==> src/pulse_capture_cleanup_analysis_core_assert.svh <==
// assertion helpers
`ifndef PULSE_CAPTURE_CLEANUP_ANALYSIS_CORE_ASSERT_SVH
`define PULSE_CAPTURE_CLEANUP_ANALYSIS_CORE_ASSERT_SVH

`define PCCA_ASSERT_NOW(label, ante, cons, msg) \
  label: assert property (@(posedge clk) disable iff (!rst_n) (ante) |-> (cons)) \
    else $error(msg);

`define PCCA_ASSERT_NEXT(label, ante, cons, msg) \
  label: assert property (@(posedge clk) disable iff (!rst_n) (ante) |=> (cons)) \
    else $error(msg);

`endif

==> src/pcca_pkg.sv <==
package pcca_pkg;

  typedef struct packed {
    logic        is_sum;
    logic        no_sig;
    logic        level;
    logic [31:0] data;
  } cmd_t;

  localparam int CMD_DEPTH = 4;

  typedef enum logic [2:0] {
    REG_START_LEVEL  = 3'd0,
    REG_GLITCH_LIMIT = 3'd1,
    REG_LEAD_SILENCE = 3'd2,
    REG_UNIT_MIN     = 3'd3,
    REG_UNIT_MAX     = 3'd4
  } reg_idx_t;

  typedef enum logic [3:0] {
    B_IDLE,
    B_U_RD,
    B_U_CMP,
    B_P_RDA,
    B_P_RDB,
    B_P_CMP,
    B_F_CHK,
    B_F_RDA,
    B_F_RDB,
    B_F_MUL,
    B_F_CMP,
    B_DIV,
    B_EMIT
  } back_state_t;

  localparam logic [31:0] DIV5_RECIP = 32'hCCCC_CCCD;
  localparam logic [31:0] TOL_FLOOR  = 32'd80;
  localparam int          MAX_BITS   = 64;
  localparam int          MIN_FRAME  = 8;
  localparam int          PWM_MIN    = 8;
  localparam logic [7:0]  REP_SAT    = 8'd255;

endpackage

==> src/pcca_cmd_fifo.sv <==
`include "pulse_capture_cleanup_analysis_core_assert.svh"

module pcca_cmd_fifo (
  input  logic           clk,
  input  logic           rst_n,
  input  logic           push,
  input  pcca_pkg::cmd_t wdata,
  output logic           full,
  input  logic           pop,
  output pcca_pkg::cmd_t rdata,
  output logic           empty
);
  import pcca_pkg::*;

  localparam int PW = $clog2(CMD_DEPTH);
  localparam int NW = $clog2(CMD_DEPTH + 1);

  cmd_t          q_r [CMD_DEPTH];
  logic [PW-1:0] wp_r, wp_nxt;
  logic [PW-1:0] rp_r, rp_nxt;
  logic [NW-1:0] cnt_r, cnt_nxt;

  assign full  = (cnt_r == NW'(CMD_DEPTH));
  assign empty = (cnt_r == '0);
  assign rdata = q_r[rp_r];

  always_comb begin
    wp_nxt  = push ? wp_r + 1'b1 : wp_r;
    rp_nxt  = pop ? rp_r + 1'b1 : rp_r;
    cnt_nxt = cnt_r + NW'(push) - NW'(pop);
  end

  always_ff @(posedge clk) begin
    if (push) begin
      q_r[wp_r] <= wdata;
    end
    if (!rst_n) begin
      wp_r  <= '0;
      rp_r  <= '0;
      cnt_r <= '0;
    end else begin
      wp_r  <= wp_nxt;
      rp_r  <= rp_nxt;
      cnt_r <= cnt_nxt;
    end
  end

  `PCCA_ASSERT_NOW(a_no_overflow, push, !full || pop, "push into full command queue")
  `PCCA_ASSERT_NOW(a_no_underflow, pop, !empty, "pop from empty command queue")
  `PCCA_ASSERT_NEXT(a_push_lands, push && !pop, !empty, "pushed word not visible")
  `PCCA_ASSERT_NOW(a_count_bound, 1'b1, cnt_r <= NW'(CMD_DEPTH), "queue count out of range")

endmodule

==> config.mk <==
export PLATFORM = sky130hd
export DESIGN_NAME = pcca_cmd_fifo
export DESIGN_NICKNAME = d
export VERILOG_FILES = /design/src/pcca_pkg.sv /design/src/pcca_cmd_fifo.sv
export VERILOG_INCLUDE_DIRS = /design/src /design/src/src
export SDC_FILE = /design/constraint.sdc
export NUM_CORES = 1
export LEC_CHECK = 0
export BUFFER_PORTS_ARGS = -buffer_cell sky130_fd_sc_hd__buf_2
export CORE_MARGIN = 2
export CORE_UTILIZATION = 60
export DETAILED_ROUTE_END_ITERATION = 12
export GPL_TIMING_DRIVEN = 0
export PLACE_DENSITY = 0.88
export REMOVE_ABC_BUFFERS = 1
export SETUP_SLACK_MARGIN = 0.5
export SKIP_CTS_REPAIR_TIMING = 1
export SLEW_MARGIN = 30
export SYNTH_ARGS = -nofsm -noshare
export SYNTH_HDL_FRONTEND = slang
export SYNTH_SLANG_ARGS = --single-unit
==> constraint.sdc <==
create_clock -name clk -period 3.05 [get_ports clk]
set_input_delay 0.305 -clock clk [delete_from_list [all_inputs] [get_ports clk]]
set_output_delay 0.305 -clock clk [all_outputs]
set_load 0.03 [all_outputs]
After elaboration in Yosys (flattened, before gate mapping)
Memories as Yosys holds them, arrays and structs flattened. A register that Yosys moved wholly into a read port is not among the register bits.
Index checks and enable logic that the tools add are counted.
Widths: inputs -> output; s select.
{"block": "classes", "n_addsub": 4, "n_eq_ne": 1, "n_mux": 4, "reduce_logical": 1}
{"operator": "$add 2x1->2 const B", "count": 2}
{"operator": "$mux 2", "count": 2}
{"operator": "$add 3x1->3", "count": 1}
{"operator": "$eq 3x3->1 const B", "count": 1}
{"operator": "$logic_not 3->1", "count": 1}
{"operator": "$sub 3x1->3", "count": 1}
{"operator": "$mux 1", "count": 2}
{"block": "word_totals", "regBits": 7, "mem_bits_rw": 140, "input_bits": 39, "out_inout_bits": 37, "elab_cells": 14, "n_memories": 1}
{"name": "q_r", "depth": 4, "width": 35, "rd": 1, "rd_ports_with_merged_regs": 1, "wr": 1, "line": "pcca_cmd_fifo.sv:18", "rtl": "cmd_t q_r [CMD_DEPTH];"}

Longest topological paths before layout
Gate-level depths: netlist (run 1).
{"block": "depth", "depth_word": 3, "mapped_depth": 7, "ltp_nobuf": 7}

Least setup slack after synthesis (run 1)
Ideal clock, no wire load.
{"block": "synth_path", "kind": "reg2reg", "start": "register wp_r[0]", "end": "memory q_r[2][0] in the netlist's numbering, enable pin", "setup_ns": 0.395, "arrival_ns": 1.399, "required_time_ns": 2.655, "path_slack_ns": 1.256, "stages_incl_launch_ff": 4, "n_path_buf": 0, "period_less_slack_ns": 1.794, "cell_sequence": "dfxtp_1 inv_1 ha_1 and2_1"}
{"item": "start: declaration", "line": "pcca_cmd_fifo.sv:19", "rtl": "logic [PW-1:0] wp_r, wp_nxt;"}
{"item": "start signal: assignment", "line": "pcca_cmd_fifo.sv:42", "rtl": "wp_r <= wp_nxt;"}
{"item": "end: declaration", "line": "pcca_cmd_fifo.sv:18"}
Straight into the memory's write port.

==> results by stage, run 1 <==
Floorplanning:
- In this run the vertical extent of the chip is approximately 100 um.
- The total area inside the core boundary comes to 9110 um2.
- The die is between 100 and 150 um wide.
- The number of primary I/O pins is 76.
- The initial utilization of the core area, before any placement, comes to 0.609.
- In this run the core area contains 35 standard-cell rows.
- The overall die area is 10,000 um2.

Critical path:
- Along the worst path, the maximum fanout reaches 22.
- The critical path startpoint category is a register.
- The internal reg-to-reg setup slack is 1.28 ns.
- The critical path required time is 2.74 ns.
- The capturing point of the worst reg2reg path is cnt_r[2].
- The number of cells on the worst reg-to-reg path is 7.
- The signal on the critical path passes through buf_12 -> mux4_2 -> buf_2.
- The classification of the worst setup path is register to output pin.
- The critical path's slowest cell is mux4_2.
- The critical register-to-register path startpoint is cnt_r[0].
- The total buffers and inverters traversed by the critical path is 2.
- The sort of element at the end of the critical path is an output pin.
- The maximum cell stage delay along the critical path is 0.55 ns.
- The critical path data arrival time is 2.04 ns.
- The cell class contributing the biggest share of worst-path delay is multiplexers.

Placed design:
- The total placed cells including tap cells is 410.
- Routability-driven placement finished with a final weighted congestion of roughly 0.66.
- After legalization and detailed placement, the total HPWL measured around 5600 um.
- The number of buffer cells added on primary ports is 75.
- The standard cell area after detailed placement is around 6100 um2.

Clock tree:
- Clock-pin slew was measured on the worst setup and hold paths at approximately 0.060 ns.
- The number of clock sinks seen by CTS is 149.
- The H-tree generated during clock tree synthesis spans 4 levels.
- The clock root buffer master is clkbuf_8.
- The clock latency on the worst-skew pair is 0.51 ns.
- The TritonCTS clock tree is yes.
- In this run the deepest clock path goes through 2 buffers.
- The CTS buffer count is 17.

STA:
- Setup repair after global routing left no endpoint under its margin.
- The count of final setup violators is 0.
- The smallest hold slack is approximately 0.015 ns.
- The clock period minus final worst setup slack is around 2.3 ns.
- Of the available clock period, the critical path in the final layout requires 0.770.
- The hold violation count in the final report is 0.
- For the pin with the worst max-slew slack, the measured transition is 0.569 ns.
- For the final routed database, the setup TNS stands at 0 ns.
- Timing would allow up to 426 MHz.
- The worst-case clock skew is about 0.0085 ns.
- The worst-case headroom to the max-slew limit is 0.621.
- The count of pins over their slew limit is 0.

Finish:
- The area growth from synthesis to layout is 24.3%.
- The filler-free cell count of the finished design is 459.
- At the end of the flow the core is filled with cells to 0.757.
- The area taken by flip-flops and latches is between 4000 and 5000 um2.
- The finished cells cover between 6000 and 7000 um2.
- The count of antenna diodes in the layout is 0.
- The layout has between 500 and 600 filler cells.
- The multi-input combinational cells in the finished layout cover a total of approximately 1000 um2.
- The share of cells above drive strength 1 is 0.425.
- In the final design database the tool counted 381 nets.

Power:
- In this run the static leakage power is about 2.4 nW.
- The worst-case vdd ir drop is 0.466 mV.
- The power density relative to cell area is 725 nW/um2.

Min path:
- Counting instances, the worst hold path has a depth of 1.
- The min-delay analysis places its worst path in the category primary input to register.
- For hold timing, the worst endpoint is q_r[3][13].
- The worst hold path begins at wdata[13].

Logic synthesis:
- The synthesis warning total is 0.
- Counting every instance in the synthesized netlist gives 226.
- Summing every instance area after synthesis gives approximately 5500 um2.
- The average footprint of a synthesized cell is 24.5 um2.
- After synthesis, the cell types taking the most area are edfxtp_1 (76%), mux4_2 (12%), dfxtp_1 (3.2%).
- The number of enable-type register cells in the synthesized netlist is 140.
- The cell accounting for the most synthesized area is edfxtp_1.
- The most frequent cell after synthesis is edfxtp_1.
- Ranked by instance count, the synthesized netlist is headed by edfxtp_1 (140), mux4_2 (30), dfxtp_1 (9).
- In the synthesized netlist the async set-or-reset flop fraction comes to 0.
- The flip-flop and latch count after synthesis is about 150.
- The unique cell type count in the Yosys netlist is 21.
- Of the post-synthesis cell area, the dominant cell type holds 0.758.
- The sequential fraction of the synthesis area is 0.791.
- The leading register cell type out of synthesis is edfxtp_1.

Global routing:
- The number of global-route vias before repair is 2,598.
- The number of antenna violations at the first check in global routing is 0.
- The first global-routing pass estimated 13,400 um of wire.
- For this run, the total global-route usage over all layers was measured as 0.190.
- The maximum number of pins on one net before global-route repair is 24.
- The remaining global-route overflow is 0.

Drt:
- The routed wire length is just over 9000 um.
- The first detailed-routing pass ran for 4 iterations.
- The detail route stage leaves a number of antenna-violating nets equal to 0.
- The final route contains 2,560 vias.
- The mean routed wirelength per cell is 19.9 um.
- The per-cell via count in the routed design is 5.58.
- The number of DRC violations after detailed routing is 0.
- The number of DRC markers after the initial detailed-route iteration is 73.

Outcome:
- The flow ran to the end, and the final reports show no timing, DRC or antenna violations.

Run:
- The max capacitance violation total is 0.
## report_power, final
group	switching, W	internal [W]
combinational	0.000340	0.000252
clock	0.000752	0.00125
sequential	0.0000491	0.00235
total	0.00114	0.00386
## per-stage QoR
stage	worst slack, ns	power, W
after CTS	0.629	0.00503
after floorplan	0.370	0.00282
after detailed placement	1.20	0.00303
after global routing	0.569	0.00516
after global placement	-0.218	0.00298
final	0.701	0.00500
## registers in the layout, summed over array words and instances, names as in the netlist, named ones only
name,cells
wp_r,2
cnt_r,3
rp_r,2
q_r,140
## layout by cell type, fill, tap and decap left out, drive strengths merged, types with 2 or more instances in the layout
cell type,count
xnor2,2
buf,81
dlygate4sd3,17
mux4,35
edfxtp,140
dfxtp,9
clkinv,4
nor2,5
clkbuf,23
inv,11
ha,6
and2,6
## final cells by class
class	count	area share
well taps	111	0.0201
clock buffers	23	0.0741
inverters	7	0.00381
multi-input cells	62	0.152
clock inverters	9	0.0122
flip-flops and latches	149	0.637
repair buffers	98	0.101
## worst max path at each step
stage,to,cells after the start,from
after floorplan,rdata[0],1,register
after global placement,rdata[31],2,register
after detailed placement,rdata[23],3,register
after CTS,rdata[14],3,register
after global routing,rdata[14],3,register
final,rdata[14],3,register
## per-layer routing
| metal | track usage | part of all wire | vias to the layer above |
|---|---|---|---|
| li1 | - | - | 1169 |
| met1 | 0.233 | 0.41 | 1313 |
| met2 | 0.321 | 0.54 | 66 |
| met3 | 0.0543 | 0.040 | 12 |
| met4 | 0.0822 | 0.013 | 0 |
| met5 | 0 | 0 | - |
## cell families after synthesis
family | synth area share
flops | 0.791
buf+inv | 0.0212
mux | 0.147
fa+ha+maj | 0.0171
simple gates | 0.0135
xor+xnor | 0.00745
compound gates | 0.00271
Note: power is estimated with default switching activity, not from simulation.
==> run 2: changes to the inputs <==
- CORE_UTILIZATION: 60 -> 51
- PLACE_DENSITY: 0.88 -> 0.8
- clock period: 3.05 -> 2.1 ns (I/O delays scaled with it)
==> results by stage, run 2 (synthesized netlist as in run 1, its figures left out) <==
Power:
- The worst-case vdd ir drop is 0.599 mV (+29%).
- The net switching power was 0.00177 W (+55%).
- The power density relative to cell area is 1020 nW/um2 (+41%).
- The fraction of power consumed by sequential logic is 0.462 (-0.018).
- The static power due to leakage is 2.58 nW (+5.6%).
- The switching share of power was 0.236 (+0.00728).
- The combinational power share is 0.143 (+0.024).
- The internal power is 0.00575 W (+49%).
- The fraction of power consumed by the clock network was 0.395 (-0.006).
- The sum of internal, switching and leakage power is 0.00752 W (+51%).

Finish:
- The relative area change from synthesis to final layout is 32.8%.
- The library cell used most frequently in the layout, excluding fill and tap cells, is edfxtp_1.
- The cell area after layout was 7370 um2 (+6.9%).
- The core occupancy in the finished layout was 0.685 (-0.0712).
- The flip-flop count of the largest register, all copies and words added was 140 (unchanged).
- Ranked by flip-flop count, first place goes to q_r.
- The share of cells above drive strength 1 came to 0.442 (+0.0168).
- The count of antenna diodes in the layout was 0 (unchanged).
- The net count of the finished layout is 404 (+6.0%).
- The largest registers in the layout are q_r x140, cnt_r x3.
- The library cells used most frequently in the layout, excluding fill and tap cells, are edfxtp_1 (140), buf_2 (44), dlygate4sd3_1 (36).
- The number of filler instances in the final layout is 699 (+37%).

STA:
- The worst-case clock skew is 0.00756 ns (-0.000935 ns).
- The setup TNS after final layout was 0 ns (unchanged).
- The count of final setup violators is 0 (unchanged).
- The worst-case headroom to the max-slew limit came to 0.802 (+0.181).
- The count of pins over their slew limit is 0 (unchanged).
- The share of the clock period used by the worst path after layout is 0.977.
- The hold violation count in the final report is 0 (unchanged).
- Setup repair after global routing could not meet its margin everywhere.
- The top achievable clock speed is just under 500 MHz.
- The smallest setup slack after layout is 0.0477 ns (-0.653 ns).
- The actual slew at the worst max-slew pin came to 0.297 ns (-0.272 ns).
- The clock period minus final worst setup slack is 2.05 ns.

Critical path:
- The critical path startpoint category is a register.
- The critical-path maximum fanout is 10 (-55%).
- The critical path data arrival time is 1.84 ns (-0.20 ns).
- The critical path required time is 1.89 ns (-0.85 ns).
- The classification of the worst setup path is register to output pin.
- The sort of element at the end of the critical path is an output pin.

Clock tree:
- The clock latency on the worst-skew pair is 0.52 ns (about the same).
- The CTS buffer count is 17 (unchanged).
- The clock root buffer master is clkbuf_8.
- The maximum buffer depth of the clock tree is 2 (unchanged).
- The number of clock sinks seen by CTS came to 149 (unchanged).
- The clock transition at the register clock pins on the worst setup and hold paths after CTS is 0.06 ns (about the same).
- The TritonCTS clock tree is yes.
- The count of H-tree levels built during CTS is 4 (unchanged).

Global routing:
- The remaining global-route overflow was 0 (unchanged).
- The wire length of the first global-routing pass is 14,400 um (+7.0%).
- The number of global-route vias before repair came to 2,723 (+4.8%).
- The maximum number of pins on one net before global-route repair is 24 (unchanged).
- The number of antenna violations at the first check in global routing was 0 (unchanged).
- The global-route usage over all layers is 0.174 (-0.0163).

Drt:
- The routed wire length was 9660 um (+5.6%).
- The via total after detailed routing is 2,637 (+3.0%).
- The mean routed wirelength per cell is 18.9 um (-5.2%).
- The per-cell via count in the routed design was 5.16 (-7.5%).
- The number of DRC markers after the initial detailed-route iteration is 90 (+23%).
- The remaining number of nets flagged by the antenna check after routing is 0 (unchanged).
- The number of DRC violations after detailed routing is 0 (unchanged).
- The number of iterations in the first detailed-routing pass is 4 (unchanged).

Run:
- The max capacitance violation total came to 0 (unchanged).

Placed design:
- The number of buffer cells added on primary ports is 75 (unchanged).
- The worst slack at placement was 0.268 ns (-0.936 ns).
- The post-DP HPWL is 5690 um (+0.72%).
- The final estimated routing congestion in global placement is 0.654 (-1.1%).
- The standard cell area after detailed placement came to 6150 um2 (+0.35%).

Min path:
- The worst min-delay path class is primary input to register.

Floorplanning:
- The starting density of the core is 0.516 (-0.0927).
- The width of the die was 108 um (+8.1%).
- The placeable core region is 10,700 um2 (+18%).
- The number of standard-cell rows in the floorplan is 38 (+8.6%).
- The vertical extent of the die is 108 um (+8.1%).
- The number of primary I/O pins is 76 (unchanged).
- The overall die area was 11,700 um2 (+17%).

Outcome:
- The flow ran to the end, and the final reports show no timing, DRC or antenna violations.
run 2: cell count changes in the layout (fill, tap and decap cells not counted), moves of 4 or more:
cell,delta
and2_2,-4
and2_4,+4
buf_2,-31
buf_6,+27
clkbuf_4,+4
clkinv_4,+4
dlygate4sd3_1,+19
mux4_1,-5
mux4_2,+5
run 2: through the flow:
| step | cells | hold WS [ns] |
|---|---|---|
| 6_report | 511 | 0.0590 |
| 5_1_grt | 511 | 0.0555 |
| 4_1_cts | 471 | -0.129 |
| 3_5_place_dp | 439 | 0.429 |
| 3_3_place_gp | 433 | 0.419 |
| 2_1_floorplan | 218 | 0.309 |
run 2: worst max-delay path, stage by stage, from the launching register on:
cell and delay [ns]:
dfxtp_4 0.42, clkbuf_16 0.20, mux4_2 0.51, buf_2 0.19
run 2: final timing paths:
path / startpoint / to / slack, ns / cells past startpoint
hold / removal: pop / rp_r[0] / 0.06 / 3
hold reg to reg: wp_r[1] / wp_r[1] / 0.56 / 2
setup reg to reg: cnt_r[0] / cnt_r[1] / 0.54 / 6
setup / recovery: register / rdata[11] / 0.05 / 3
run 2: cell type report:
type,count,area [um2],area share
sequential,149,4390,0.596
timing repair buffer,121,1110,0.151
multi-input combinational,62,1060,0.144
clock buffer,17,414,0.0562
clock inverter,15,180,0.0245
tap,140,175,0.0238
inverter,7,28.8,0.00391
run 2: layer usage:
layer	share of wire	track usage	vias up
met3	0.035	0.0464	10
li1	-	-	1214
met5	0	0	-
met2	0.54	0.286	71
met1	0.42	0.219	1342
met4	0.013	0.0788	0
run 2: power groups by stage:
stage	clock, W	combinational [W]	sequential (W)
global placement	0	0.000757	0.00358
detailed placement	0	0.000848	0.00355
global route	0.00317	0.00115	0.00349
finish	0.00297	0.00108	0.00347
CTS	0.00303	0.000851	0.00349
floorplan	0	0.000545	0.00355
