`src/pulse_capture_cleanup_analysis_core_assert.svh`:
```
// assertion helpers
`ifndef PULSE_CAPTURE_CLEANUP_ANALYSIS_CORE_ASSERT_SVH
`define PULSE_CAPTURE_CLEANUP_ANALYSIS_CORE_ASSERT_SVH

`define PCCA_ASSERT_NOW(label, ante, cons, msg) \
  label: assert property (@(posedge clk) disable iff (!rst_n) (ante) |-> (cons)) \
    else $error(msg);

`define PCCA_ASSERT_NEXT(label, ante, cons, msg) \
  label: assert property (@(posedge clk) disable iff (!rst_n) (ante) |=> (cons)) \
    else $error(msg);

`endif

```
`src/pcca_pkg.sv`:
```
package pcca_pkg;

  typedef struct packed {
    logic        is_sum;
    logic        no_sig;
    logic        level;
    logic [31:0] data;
  } cmd_t;

  localparam int CMD_DEPTH = 4;

  typedef enum logic [2:0] {
    REG_START_LEVEL  = 3'd0,
    REG_GLITCH_LIMIT = 3'd1,
    REG_LEAD_SILENCE = 3'd2,
    REG_UNIT_MIN     = 3'd3,
    REG_UNIT_MAX     = 3'd4
  } reg_idx_t;

  typedef enum logic [3:0] {
    B_IDLE,
    B_U_RD,
    B_U_CMP,
    B_P_RDA,
    B_P_RDB,
    B_P_CMP,
    B_F_CHK,
    B_F_RDA,
    B_F_RDB,
    B_F_MUL,
    B_F_CMP,
    B_DIV,
    B_EMIT
  } back_state_t;

  localparam logic [31:0] DIV5_RECIP = 32'hCCCC_CCCD;
  localparam logic [31:0] TOL_FLOOR  = 32'd80;
  localparam int          MAX_BITS   = 64;
  localparam int          MIN_FRAME  = 8;
  localparam int          PWM_MIN    = 8;
  localparam logic [7:0]  REP_SAT    = 8'd255;

endpackage

```
`src/pcca_front.sv`:
```
module pcca_front #(
  parameter int MAX_PULSE_COUNT = 8192
) (
  input  logic          clk,
  input  logic          rst_n,
  input  logic          in_push,
  output logic          in_full,
  input  logic [31:0]   in_duration,
  input  logic          in_last,
  input  logic          start_level,
  input  logic [15:0]   glitch_limit,
  input  logic [31:0]   lead_silence,
  output logic          cmd_push,
  output pcca_pkg::cmd_t cmd,
  input  logic          cmd_full
);
  import pcca_pkg::*;

  localparam int CW = $clog2(MAX_PULSE_COUNT + 1);
  localparam logic [CW-1:0] MAXC = CW'(MAX_PULSE_COUNT);

  logic [31:0]   held_r, held_nxt;
  logic          held_valid_r, held_valid_nxt;
  logic          absorb_r, absorb_nxt;
  logic [CW-1:0] raw_r, raw_nxt;
  logic [CW-1:0] clean_r, clean_nxt;
  logic          flip_r, flip_nxt;
  cmd_t          pend_r [3];
  cmd_t          pend_nxt [3];
  logic [1:0]    pcnt_r, pcnt_nxt;

  logic accept;

  assign in_full  = (pcnt_r > 2'd1) || (pcnt_r == 2'd1 && cmd_full);
  assign accept   = in_push && !in_full;
  assign cmd_push = (pcnt_r != 2'd0) && !cmd_full;
  assign cmd      = pend_r[0];

  always_comb begin
    cmd_t          cl [3];
    logic [1:0]    nc;
    logic          done;
    logic          final_raw;
    logic [CW-1:0] raw_n;
    held_nxt       = held_r;
    held_valid_nxt = held_valid_r;
    absorb_nxt     = absorb_r;
    raw_nxt        = raw_r;
    clean_nxt      = clean_r;
    flip_nxt       = flip_r;
    cl[0] = '0;
    cl[1] = '0;
    cl[2] = '0;
    nc        = 2'd0;
    done      = 1'b0;
    final_raw = 1'b0;
    raw_n     = raw_r + 1'b1;
    if (accept) begin
      if (raw_r < MAXC) begin
        raw_nxt   = raw_n;
        final_raw = in_last || (raw_n == MAXC);
        if (raw_r == '0 && in_last) begin
          cl[nc] = '{is_sum: 1'b1, no_sig: 1'b1, level: start_level, data: 32'd0};
          nc = nc + 2'd1;
          done = 1'b1;
        end else if (absorb_r) begin
          held_nxt   = held_r + in_duration;
          absorb_nxt = 1'b0;
        end else if (raw_r == '0 && in_duration > lead_silence) begin
          flip_nxt = 1'b1;
        end else if (in_duration < {16'd0, glitch_limit} && !final_raw && held_valid_r) begin
          held_nxt   = held_r + in_duration;
          absorb_nxt = 1'b1;
        end else begin
          if (held_valid_r) begin
            held_valid_nxt = 1'b0;
            if (clean_r < MAXC) begin
              cl[nc] = '{is_sum: 1'b0, no_sig: 1'b0, level: 1'b0, data: held_r};
              nc = nc + 2'd1;
              clean_nxt = clean_r + 1'b1;
            end
          end
          held_nxt       = in_duration;
          held_valid_nxt = 1'b1;
        end
      end
      if (in_last && !done) begin
        if (held_valid_nxt) begin
          if (clean_nxt < MAXC) begin
            cl[nc] = '{is_sum: 1'b0, no_sig: 1'b0, level: 1'b0, data: held_nxt};
            nc = nc + 2'd1;
            clean_nxt = clean_nxt + 1'b1;
          end
        end
        cl[nc] = '{is_sum: 1'b1, no_sig: 1'b0, level: start_level ^ flip_nxt,
                   data: 32'(clean_nxt)};
        nc = nc + 2'd1;
        done = 1'b1;
      end
      if (done) begin
        held_nxt       = '0;
        held_valid_nxt = 1'b0;
        absorb_nxt     = 1'b0;
        raw_nxt        = '0;
        clean_nxt      = '0;
        flip_nxt       = 1'b0;
      end
      pend_nxt[0] = cl[0];
      pend_nxt[1] = cl[1];
      pend_nxt[2] = cl[2];
      pcnt_nxt    = nc;
    end else if (cmd_push) begin
      pend_nxt[0] = pend_r[1];
      pend_nxt[1] = pend_r[2];
      pend_nxt[2] = pend_r[2];
      pcnt_nxt    = pcnt_r - 2'd1;
    end else begin
      pend_nxt[0] = pend_r[0];
      pend_nxt[1] = pend_r[1];
      pend_nxt[2] = pend_r[2];
      pcnt_nxt    = pcnt_r;
    end
  end

  always_ff @(posedge clk) begin
    pend_r[0] <= pend_nxt[0];
    pend_r[1] <= pend_nxt[1];
    pend_r[2] <= pend_nxt[2];
    if (!rst_n) begin
      held_valid_r <= 1'b0;
      absorb_r     <= 1'b0;
      raw_r        <= '0;
      clean_r      <= '0;
      flip_r       <= 1'b0;
      pcnt_r       <= 2'd0;
      held_r       <= '0;
    end else begin
      held_valid_r <= held_valid_nxt;
      absorb_r     <= absorb_nxt;
      raw_r        <= raw_nxt;
      clean_r      <= clean_nxt;
      flip_r       <= flip_nxt;
      pcnt_r       <= pcnt_nxt;
      held_r       <= held_nxt;
    end
  end

endmodule

```
`config.mk`:
```
export PLATFORM = sky130hd
export DESIGN_NAME = pcca_front
export DESIGN_NICKNAME = d
export VERILOG_FILES = /design/src/pulse_capture_cleanup_analysis_core_assert.svh /design/src/pcca_pkg.sv /design/src/pcca_front.sv
export SDC_FILE = /design/constraint.sdc
export NUM_CORES = 1
export LEC_CHECK = 0
export BUFFER_PORTS_ARGS = -buffer_cell sky130_fd_sc_hd__buf_4
export CORE_MARGIN = 2
export CORE_UTILIZATION = 35
export CTS_CLUSTER_DIAMETER = 150
export CTS_CLUSTER_SIZE = 24
export DETAILED_ROUTE_END_ITERATION = 12
export SLEW_MARGIN = 15
export SYNTH_ARGS = -nofsm -noshare
export SYNTH_HDL_FRONTEND = slang
export SYNTH_SLANG_ARGS = --single-unit
```
`constraint.sdc`:
```
create_clock -name clk -period 17.9 [get_ports clk]
set_input_delay 5.37 -clock clk [delete_from_list [all_inputs] [get_ports clk]]
set_output_delay 5.37 -clock clk [all_outputs]
set_load 0.05 [all_outputs]
```
# --- Word-level counts from Yosys, hierarchy flattened ---
# Memory sizes are Yosys's and may differ from the RTL's.
# Cells that the tools add are included.
word_totals:
  register_bits: 65
  ram_bits: 105
  out_inout_bits: 37
  elab_cells: 136
  memories: 1
op_classes:
  n_addsub: 7
  n_lt_le_gt_ge: 10
  eq_ne: 3
  n_mux: 83
  n_bitwise: 3
  reduce_logical: 22
memory_table:
  columns: ["memory", "depth", "width", "rd", "rd_ports_with_merged_regs", "wr", "line", "rtl"]
  rows:
  - ["pend_r", 3, 35, 3, 0, 3, "pcca_front.sv:28", "cmd_t pend_r [3];"]
ops:
  columns: ["cell", "n"]
  rows:
  - ["$mux W105", 7]
  - ["$mux W32", 12]
  - ["$mux W14", 16]
  - ["$bwmux W105", 2]
  - ["$mux W35", 5]
  - ["$demux W35 S2", 2]
  - ["$add A14 B1 Y14 const B", 3]
  - ["$lt A14 B14 Y1 const B", 3]
  - ["$add A32 B32 Y32", 1]
  - ["$gt A32 B32 Y1", 1]
  - ["$lt A32 B16 Y1", 1]
  - ["$mux W1", 31]
  - ["$mux W2", 8]
  - ["$eq A14 B14 Y1 const B", 1]
  - ["$logic_not A14 Y1", 1]
  - ["$logic_and A1 B1 Y1", 10]
  - ["$ge A3 B3 Y1 const B", 2]
  - ["$lt A3 B1 Y1 const B", 2]
  - ["$not A2 Y3", 2]
  - ["$reduce_bool A2 Y1", 3]
  - ["$add A2 B1 Y2 const B", 2]
  - ["$logic_not A1 Y1", 4]
  - ["$reduce_and A3 Y1", 1]
  - ["$eq A2 B1 Y1 const B", 1]
  - ["6 further kinds", 7]

# --- Depth between registers and ports, before layout ---
# Gate-level depths: netlist of the first run.
logic_depth:
  word_depth: 25
  ltp_mapped: 20
  ltp_nobuf: 18

# --- Least setup slack after synthesis of the first run ---
# No wires, ideal clock.
synth_path:
  path_type: "input to output"
  from: "input port cmd_full"
  to: "output port cmd_push"
  t_arrival_ns: 6.132
  required_ns: 12.530
  slack_ns: 6.398
  cell_stages: 1
  path_buffers: 0
  path_cell_list: "nor2_1"
synth_via:
  elab_chain_len: 2
synth_lines:
  columns: ["item", "line", "rtl"]
  rows:
  - ["start: declaration", "pcca_front.sv:15", "input logic cmd_full"]
  - ["$logic_not A1 Y1", "pcca_front.sv:36", "assign cmd_push = (pcnt_r != 2'd0) && !cmd_full;"]
  - ["$logic_and A1 B1 Y1", "pcca_front.sv:36", null]
  - ["end: declaration", "pcca_front.sv:13", "output logic cmd_push,"]
# Every way passes these cells.

# --- Worst setup path in the final report of the first run ---
layout_path:
  from: "input port cmd_full"
  to: "output port in_full"
layout_via:
  elab_chain_len: 2
layout_lines:
  columns: ["item", "line", "rtl"]
  rows:
  - ["$logic_and A1 B1 Y1", "pcca_front.sv:34", "assign in_full = (pcnt_r > 2'd1) || (pcnt_r == 2'd1 && cmd_full);"]
  - ["$logic_or A1 B1 Y1", "pcca_front.sv:34", null]
  - ["end: declaration", "pcca_front.sv:7", "output logic in_full,"]
# Every way passes these cells.

==> results by stage, run 1 <==
Setup path:
- Data on the critical path is required at its endpoint by 12530 ps.
- The endpoint arrival time on the critical path is 6040 ps.
- In this design, the stage delay of the slowest critical-path cell is 270 ps.
- By instance count, the cell type seen most on the critical path is buf_4.
- Walking the worst path, the cells encountered are buf_4 -> mux2i_1 -> inv_1 -> buf_4.
- The worst setup path is of the primary input to output port kind.
- The maximum fanout along the worst path is 3.
- The standard cell with the maximum stage delay on the critical path is mux2i_1.
- The critical path startpoint category is a primary input.
- The type of element capturing the critical path is an output port.

CTS:
- The number of buffers inserted by post-CTS setup repair is 0.
- In this run the number of H-tree levels came out at 4.
- The clock drives 150 sinks.
- The buffer type at the clock tree root is clkbuf_16.
- Counting along the longest clock path gives a buffer depth of 2.
- Buffers inserted during clock tree synthesis total 17.
- Post-CTS repair changed the size of 0 cells.
- The hold buffer count at cts is 0.
- The TritonCTS clock tree is built.
- The clock slew seen by the registers of the worst setup and hold paths is 70 ps.
- The clock latency at the later pin of the worst-skew pair is 440 ps.

Timing:
- Setup violations remaining at the end of the flow were counted as 0.
- The worst hold-check slack is 487 ps.
- The highest clock frequency the design can meet is 0.0876 GHz.
- Setup repair after global routing left no endpoint under its margin.
- The clock period minus final worst setup slack is 11410 ps.
- The clock skew is 13.7 ps.
- Measured against its own limit, the worst slew margin works out to 38.8%.
- For the pin with the worst max-slew slack, the measured transition is 908 ps.
- The final number of hold-violating endpoints is 0.
- The final-report max-slew violation count is 0.
- The setup TNS is 0 ps.
- Setup slack on the critical path of the routed design comes to 6490 ps.
- After layout, the worst path uses 63.8% of the clock period.

Placement:
- The post-detailed-placement half-perimeter wirelength is 29800 um.
- The number of input and output port buffers inserted is 122.
- The placed instance area is 0.0131 mm^2.
- At the placement stage, the worst setup path has a slack of 6480 ps.
- The final weighted congestion in routability-driven placement is 0.908.

Global route:
- The first-pass GRT wire length is 62600 um.
- The aggregate global routing overflow is 0.
- Entering global routing, the biggest net connects 70 pins.
- Global routing used 22.2% of the available tracks.
- The via count of the first global-routing pass is 10600.
- The number of antenna violations at the first check in global routing is 0.

Power and ir drop:
- The leakage power summed over all cells is 5.50 nW.
- Power spread over the standard cell area amounts to 81.9 mW/mm^2.
- IR analysis of the VDD net gives a maximum drop of 0.0000763 V.

Layout:
- The post-route cell area is 0.0137 mm^2.
- The post-route netlist has 13.8% of its cells at a drive strength greater than 1.
- The repair_antennas step left the layout with diodes totalling 0.
- Compared with the post-synthesis result, the final layout area differs by 13.4%.
- In the final design database the tool counted 1657 nets.

Route:
- The wire length reported by the detailed router is 40000 um.
- The total number of vias is 11500.
- The first detailed-routing pass took 6 iterations.
- In the routed layout, each cell is associated on average with a via count of 5.91.
- The count of unresolved DRC violations after routing is 0.
- Dividing the detail-routed wire length by the instance count gives 20.6 um.
- The violation count after the first detailed-routing iteration is 1261.
- The residual antenna-violating net count after detailed routing is 0.

Synthesis:
- Summing the sequential cell areas from Yosys gives 32.0% of the chip area.
- The synthesized netlist cell count is 1437.
- The number of warning messages in the yosys log is 0.
- The number of nets in the synthesized netlist is 1612.
- The share of synthesized flip-flops with an asynchronous set or reset is 0%.
- The number of flip-flops and latches in the synthesized netlist is 150.
- The mapped netlist covers 0.0121 mm^2.
- The number of enable flip-flop cells after synthesis is 85.
- The unique cell type count in the Yosys netlist is 94.
- The most used flip-flop cell after synthesis is edfxtp_1.
- The average cell area after synthesis is 8.39 um^2.

Floorplan:
- The floorplan step defined a die boundary enclosing 0.0359 mm^2.
- The initial utilization of the core area, before any placement, comes to 35.8%.
- The floorplan die width is 190 um.
- The count of boundary I/O pins is 123.
- Row generation in the floorplan step produced 67 rows.
- In this run the vertical extent of the chip is 190 um.
- The floorplan step defined a core boundary enclosing 0.0337 mm^2.

Job:
- Max-cap violations in this run came to 0.

Worst hold path:
- In this run the worst hold path is classified as flop to flop.

Status:
- The flow ran to the end, and the final reports show no timing, DRC or antenna violations.
[metrics by stage]
stage          power, mW  instances  utilization [%]
2_1_floorplan      0.664       1437                -
3_3_place_gp       0.753       1911             38.8
3_5_place_dp       0.757       1911             38.8
4_1_cts             1.12       1943             40.6
5_1_grt             1.17       1943             40.6
6_report            1.12       1943             40.6
[kinds of logic (layout without fill, tap and decap cells)]
logic type | Yosys count | after routing | synth area share, %
and+or+nand+nor | 498 | 498 | 21.9
AOI/OAI and AO/OA | 467 | 467 | 26.0
buffers and inverters | 187 | 245 | 7.28
DFF | 150 | 150 | 32.0
adders and majority gates | 89 | 89 | 9.30
xor gates and xnor gates | 40 | 40 | 3.03
muxes | 6 | 6 | 0.498
[synth_stat cells, types with 37 or more instances]
| cell type | count | area [um^2] |
|---|---|---|
| a21oi_1 | 96 | 480 |
| a22oi_1 | 37 | 278 |
| buf_4 | 39 | 293 |
| clkbuf_1 | 48 | 180 |
| dfxtp_1 | 65 | 1300 |
| edfxtp_1 | 85 | 2550 |
| ha_1 | 88 | 1100 |
| inv_1 | 74 | 278 |
| nand2_1 | 106 | 398 |
| nand3_1 | 45 | 225 |
| nor2_1 | 107 | 402 |
| o21ai_0 | 103 | 515 |
[flip-flops by register name, indices dropped and copies added, names as in the netlist]
register / flops
absorb_r: 1
flip_r: 1
pend_r: 85
held_r: 32
clean_r: 14
held_valid_r: 1
raw_r: 14
pcnt_r: 2
[report_power, final]
group          total [mW]  leakage [nW]  internal (mW)  switching [mW]
clock network       0.366         0.287          0.198           0.169
logic               0.331          3.82          0.108           0.223
registers           0.422          1.39          0.406          0.0167
[worst max-delay path: cells and delay by family]
kind	cells	cell delay, ps
buf+inv	3	400
mux	1	270
[area by class of cell]
class                           instances  area (um^2)
Multi-Input combinational cell       1100         7360
Clock inverter                         15          160
Tap cell                              448          561
Timing Repair Buffer                  138         1040
Clock buffer                           17          425
Fill cell                            3444        20000
Sequential cell                       150         3850
Inverter                               75          282
[layout by cell type (no fill, tap or decap), drive strengths merged, types with 18 or more instances in the layout]
cell type  count
inv           81
nor3          37
nor2b         34
ha            88
xnor2         25
dfxtp         65
nand4         30
a22oi         37
a21o          22
and2          25
a31oi         21
o21a          18
and3          22
a21oi         97
nand2        107
nand3         46
buf          138
nor4          25
nor2         107
o21ai        106
edfxtp        85
[path summary, 6_finish.rpt]
| kind | from | endpoint | slack (ps) | cells after the start |
|---|---|---|---|---|
| worst max register to register | raw_r[13] | pend_r[0][25] | 12470 | 16 |
| worst max-delay path | cmd_full | in_full | 6490 | 4 |
| worst min-delay path | flip_r | flip_r | 490 | 2 |
| worst min register to register | flip_r | flip_r | 490 | 2 |
[routing by layer]
metal | track usage (%) | up-vias | share of wire [%]
li1 | - | 5489 | -
met1 | 32.9 | 5458 | 47
met2 | 32.7 | 485 | 42
met3 | 4.59 | 44 | 8.8
met4 | 5.87 | 0 | 1.8
met5 | 0 | - | 0
No activity file was read; power rests on OpenSTA's default activity.
==> inputs of run 2 (changes only) <==
Settings changed: ABC_AREA set to 1.
Clock period 17.9 ns to 9.6 ns, I/O delays scaled along.
==> results by stage, run 2 <==
Synthesis:
- The fraction of the mapped netlist area in simple logic gates is 26.0% (+4.1 points).
- The unique cell type count in the Yosys netlist is 55 (-41%).
- By area, the combinational part of the netlist is dominated by simple AND/OR/NAND/NOR gates.
- The synthesized netlist cell count is 1713 (+19%).
- The share of synthesized flip-flops with an asynchronous set or reset is 0% (unchanged).
- The mux contribution to synthesized area is 0% (-0.50 points).
- Sorting the synthesized cells by area gives the leading types as edfxtp_1 (21%), nand2_1 (13%), dfxtp_1 (11%).
- The cell taking the most area after synthesis is edfxtp_1.
- The combined area of all synthesized cells is 0.0121 mm^2 (about the same).
- The adder-cell share of the synthesized area is 9.29% (about the same).
- The number of flip-flops and latches in the synthesized netlist is 150 (unchanged).
- The net count of the mapped netlist was 1888 (+17%).
- The number of enable flip-flop cells after synthesis is 85 (unchanged).
- The number of warning messages in the yosys log is 0 (unchanged).
- The commonest register cell after synthesis is edfxtp_1.
- The commonest cells after synthesis are nand2_1 (430), inv_1 (215), a21oi_1 (180).
- By instance count, the leading cell after synthesis is nand2_1.
- The share of the yosys chip area belonging to registers is 31.9% (about the same).
- The fraction of the mapped netlist area in compound gates was 18.8% (-7.3 points).
- The average cell area after synthesis is 7.04 um^2 (-16%).
- The XOR/XNOR share of the synthesized area was 2.89% (-0.14 points).
- The proportion of netlist area held by the largest area contributor is 21.2% (about the same).

Placement:
- The post-detailed-placement half-perimeter wirelength is 30600 um (+2.4%).
- The final weighted congestion in routability-driven placement was 0.945 (+4.1%).
- The total placed cells including tap cells is 2201 (+15%).
- The placed instance area is 0.0131 mm^2 (+0.27%).
- The number of input and output port buffers inserted came to 122 (unchanged).

Timing:
- The final-report max-slew violation count came to 0 (unchanged).
- Setup repair after global routing left no endpoint under its margin.
- The worst hold-check slack is 486 ps (-1.11 ps).
- The actual transition at the worst max-transition pin was 972 ps (+63.4 ps).
- The share of the clock period used by the worst path after layout is 75.1%.
- The clock skew is 10.5 ps (-3.13 ps).
- The highest clock frequency the design can meet is 0.139 GHz.
- The setup-violating endpoint count in the final report is 0 (unchanged).
- The final number of hold-violating endpoints is 0 (unchanged).
- The setup TNS came to 0 ps (unchanged).
- The relative max-transition margin is 35.2% (-3.6 points).
- The clock period minus final worst setup slack is 7210 ps.

Floorplan:
- The floorplan die width is 190 um (about the same).
- The vertical extent of the die is 190 um (about the same).
- The floorplan die area was 0.0360 mm^2 (about the same).
- The number of standard-cell rows in the floorplan is 67 (unchanged).
- The core box area is 0.0337 mm^2 (unchanged).
- The count of boundary I/O pins is 123 (unchanged).
- The initial standard-cell utilization of the core is 35.8% (about the same).

Global route:
- The number of antenna violations at the first check in global routing is 0 (unchanged).
- The global router's overall resource usage is 22.5% (+0.23 points).
- The largest net degree at the start of global routing is 70 (unchanged).
- The aggregate global routing overflow came to 0 (unchanged).
- The via count of the first global-routing pass came to 11500 (+8.0%).
- The first-pass GRT wire length is 63200 um (+0.90%).

Setup path:
- The maximum fanout along the worst path is 23 (+20).
- The critical path goes through buf_4 -> ha_1 -> nand2_1 -> nor2_1 -> nand2_1 -> nor3_1 -> nand4_1 -> nand2_1 -> inv_1 -> nand2_2 -> inv_1 -> o21ai_2 -> inv_1 -> o21ai_0 -> inv_1 -> ha_1 -> inv_1 -> nor2_1 -> buf_4 -> inv_1 -> nand2_1 -> inv_1 -> o21ai_0 -> o21ai_0.
- The endpoint arrival time on the critical path is 7480 ps (+1440 ps).
- The most numerous cell on the critical path is inv_1.
- The critical path startpoint category is a primary input.
- The delay of the slowest cell on the worst path was 450 ps (+180 ps).
- The type of element capturing the critical path is a flop.
- The data required time of the worst path is 9870 ps (-2660 ps).
- The standard cell with the maximum stage delay on the critical path is nand2_2.
- The class of the most critical setup path is primary input to flop.

CTS:
- The hold buffer count at cts is 0 (unchanged).
- The number of buffers inserted by post-CTS setup repair came to 0 (unchanged).
- The count of H-tree levels built during CTS came to 4 (unchanged).
- The number of clock sinks is 150 (unchanged).
- The buffer type at the clock tree root is clkbuf_16.
- The clock latency at the later pin of the worst-skew pair is 440 ps (about the same).
- The number of gates resized after cts is 0 (unchanged).
- The maximum buffer depth of the clock tree is 2 (unchanged).
- The clock slew seen by the registers of the worst setup and hold paths is 70 ps (about the same).
- The total clock buffers created by CTS is 17 (unchanged).
- TritonCTS built the clock tree.

Power and ir drop:
- The clock network fraction of total power came to 27.8% (-4.9 points).
- The power after layout is 2.44 mW (+120%).
- The proportion of power drawn by combinational gates is 36.0% (+6.4 points).
- The leakage power summed over all cells came to 6.06 nW (+10%).
- The power spent charging and discharging nets is 992 uW (+140%).
- The net switching fraction of the power is 40.6% (+4.1 points).
- The internal power is 1.45 mW (+100%).
- The sequential group share of total power was 36.2% (-1.5 points).
- The largest vdd supply drop is 0.000150 V (+96%).
- The power per unit of standard cell area is 178 mW/mm^2 (+120%).

Layout:
- Leaving out fill and tap cells, the most frequent cells in the layout are nand2_1 (430), inv_1 (214), a21oi_1 (180).
- The post-route cell area came to 0.0137 mm^2 (+0.27%).
- The fraction of layout instances using a drive strength above 1 is 12.4% (-1.4 points).
- The register with the most flip-flops is pend_r.
- The largest registers in the layout are pend_r (85), held_r (32).
- The final net count is 1947 (+18%).
- The area growth from synthesis to layout is 13.7%.
- The flip-flop count of the largest register after layout was 85 (unchanged).
- The leading cell type in the layout, fill and taps excluded is nand2_1.
- The count of antenna diodes in the layout came to 0 (unchanged).
- The count of non-filler cells in the finished layout came to 2233 (+15%).

Route:
- The count of unresolved DRC violations after routing was 0 (unchanged).
- The residual antenna-violating net count after detailed routing is 0 (unchanged).
- The total iterations of the first detailed-routing run is 5 (-1).
- The violation count after the first detailed-routing iteration came to 1004 (-20%).
- The average detailed-routed wire length per instance is 17.9 um (-13%).
- The via density per instance is 5.29 (-10%).
- The total number of vias is 11800 (+2.9%).
- The wire length reported by the detailed router is 40000 um (-0.18%).

Status:
- The run finished with clean final reports.

Worst hold path:
- The type of the worst min-delay path is flop to flop.

Job:
- The number of max-capacitance violations reported is 0 (unchanged).
-- run 2: cell count changes after synthesis, moves of 18 or more --
cell	previous run	this run
a22oi_1	37	1
inv_1	74	215
nor3_1	36	14
nor2_1	107	129
nor2b_1	34	0
and3_1	22	1
and2_1	24	0
nor4_1	22	2
a21oi_1	96	180
a21o_1	22	1
nand3_1	45	63
nand2_1	106	430
-- run 2: power groups by stage --
stage	combinational, mW	clock (mW)	sequential (mW)
after CTS	0.880	0.691	0.886
after global placement	0.871	0	0.901
after global routing	0.961	0.716	0.895
after detailed placement	0.877	0	0.900
final	0.881	0.680	0.884
after floorplan	0.666	0	0.881
-- run 2: layout make-up --
cell class | instances | area, um^2
Clock buffer | 18 | 429
Fill cell | 3590 | 20000
Multi-Input combinational cell | 1250 | 6880
Inverter | 221 | 837
Timing Repair Buffer | 132 | 991
Clock inverter | 14 | 158
Tap cell | 448 | 561
Sequential cell | 150 | 3850
-- run 2: layer usage --
layer  track usage (%)  part of all wire (%)
met1              28.7                    44
met2              37.9                    47
met3              2.99                   4.7
met4              9.96                   4.2
met5                 0                     0
-- run 2: worst paths after layout --
check	start	endpoint	slack (ps)	cells after the start
setup reg to reg	raw_r[0]	pend_r[0][17]	4530	25
hold / removal	raw_r[12]	raw_r[12]	490	2
setup / recovery	in_duration[31]	pend_r[0][17]	2390	24
hold reg to reg	raw_r[12]	raw_r[12]	490	2
-- run 2: kinds of logic after synthesis --
kind of cell / Yosys count
compound gates: 403
xor+xnor: 39
fa+ha+maj: 89
buf+inv: 313
flops: 150
simple gates: 719
-- run 2: critical path, delay by kind of cell --
| kind | cells | cell delay (ps) |
|---|---|---|
| buffers and inverters | 9 | 1470 |
| AO/OA/AOI/OAI | 4 | 870 |
| AND/OR/NAND/NOR | 9 | 1700 |
| adder cells (fa/ha/maj) | 2 | 530 |
-- run 2: through the flow --
stage | setup slack (ps) | utilization [%]
finish | 2390 | 40.7
global route | 1970 | 40.7
CTS | 2480 | 40.7
detailed placement | 2040 | 38.9
global placement | 2140 | 38.9
floorplan | 953 | -
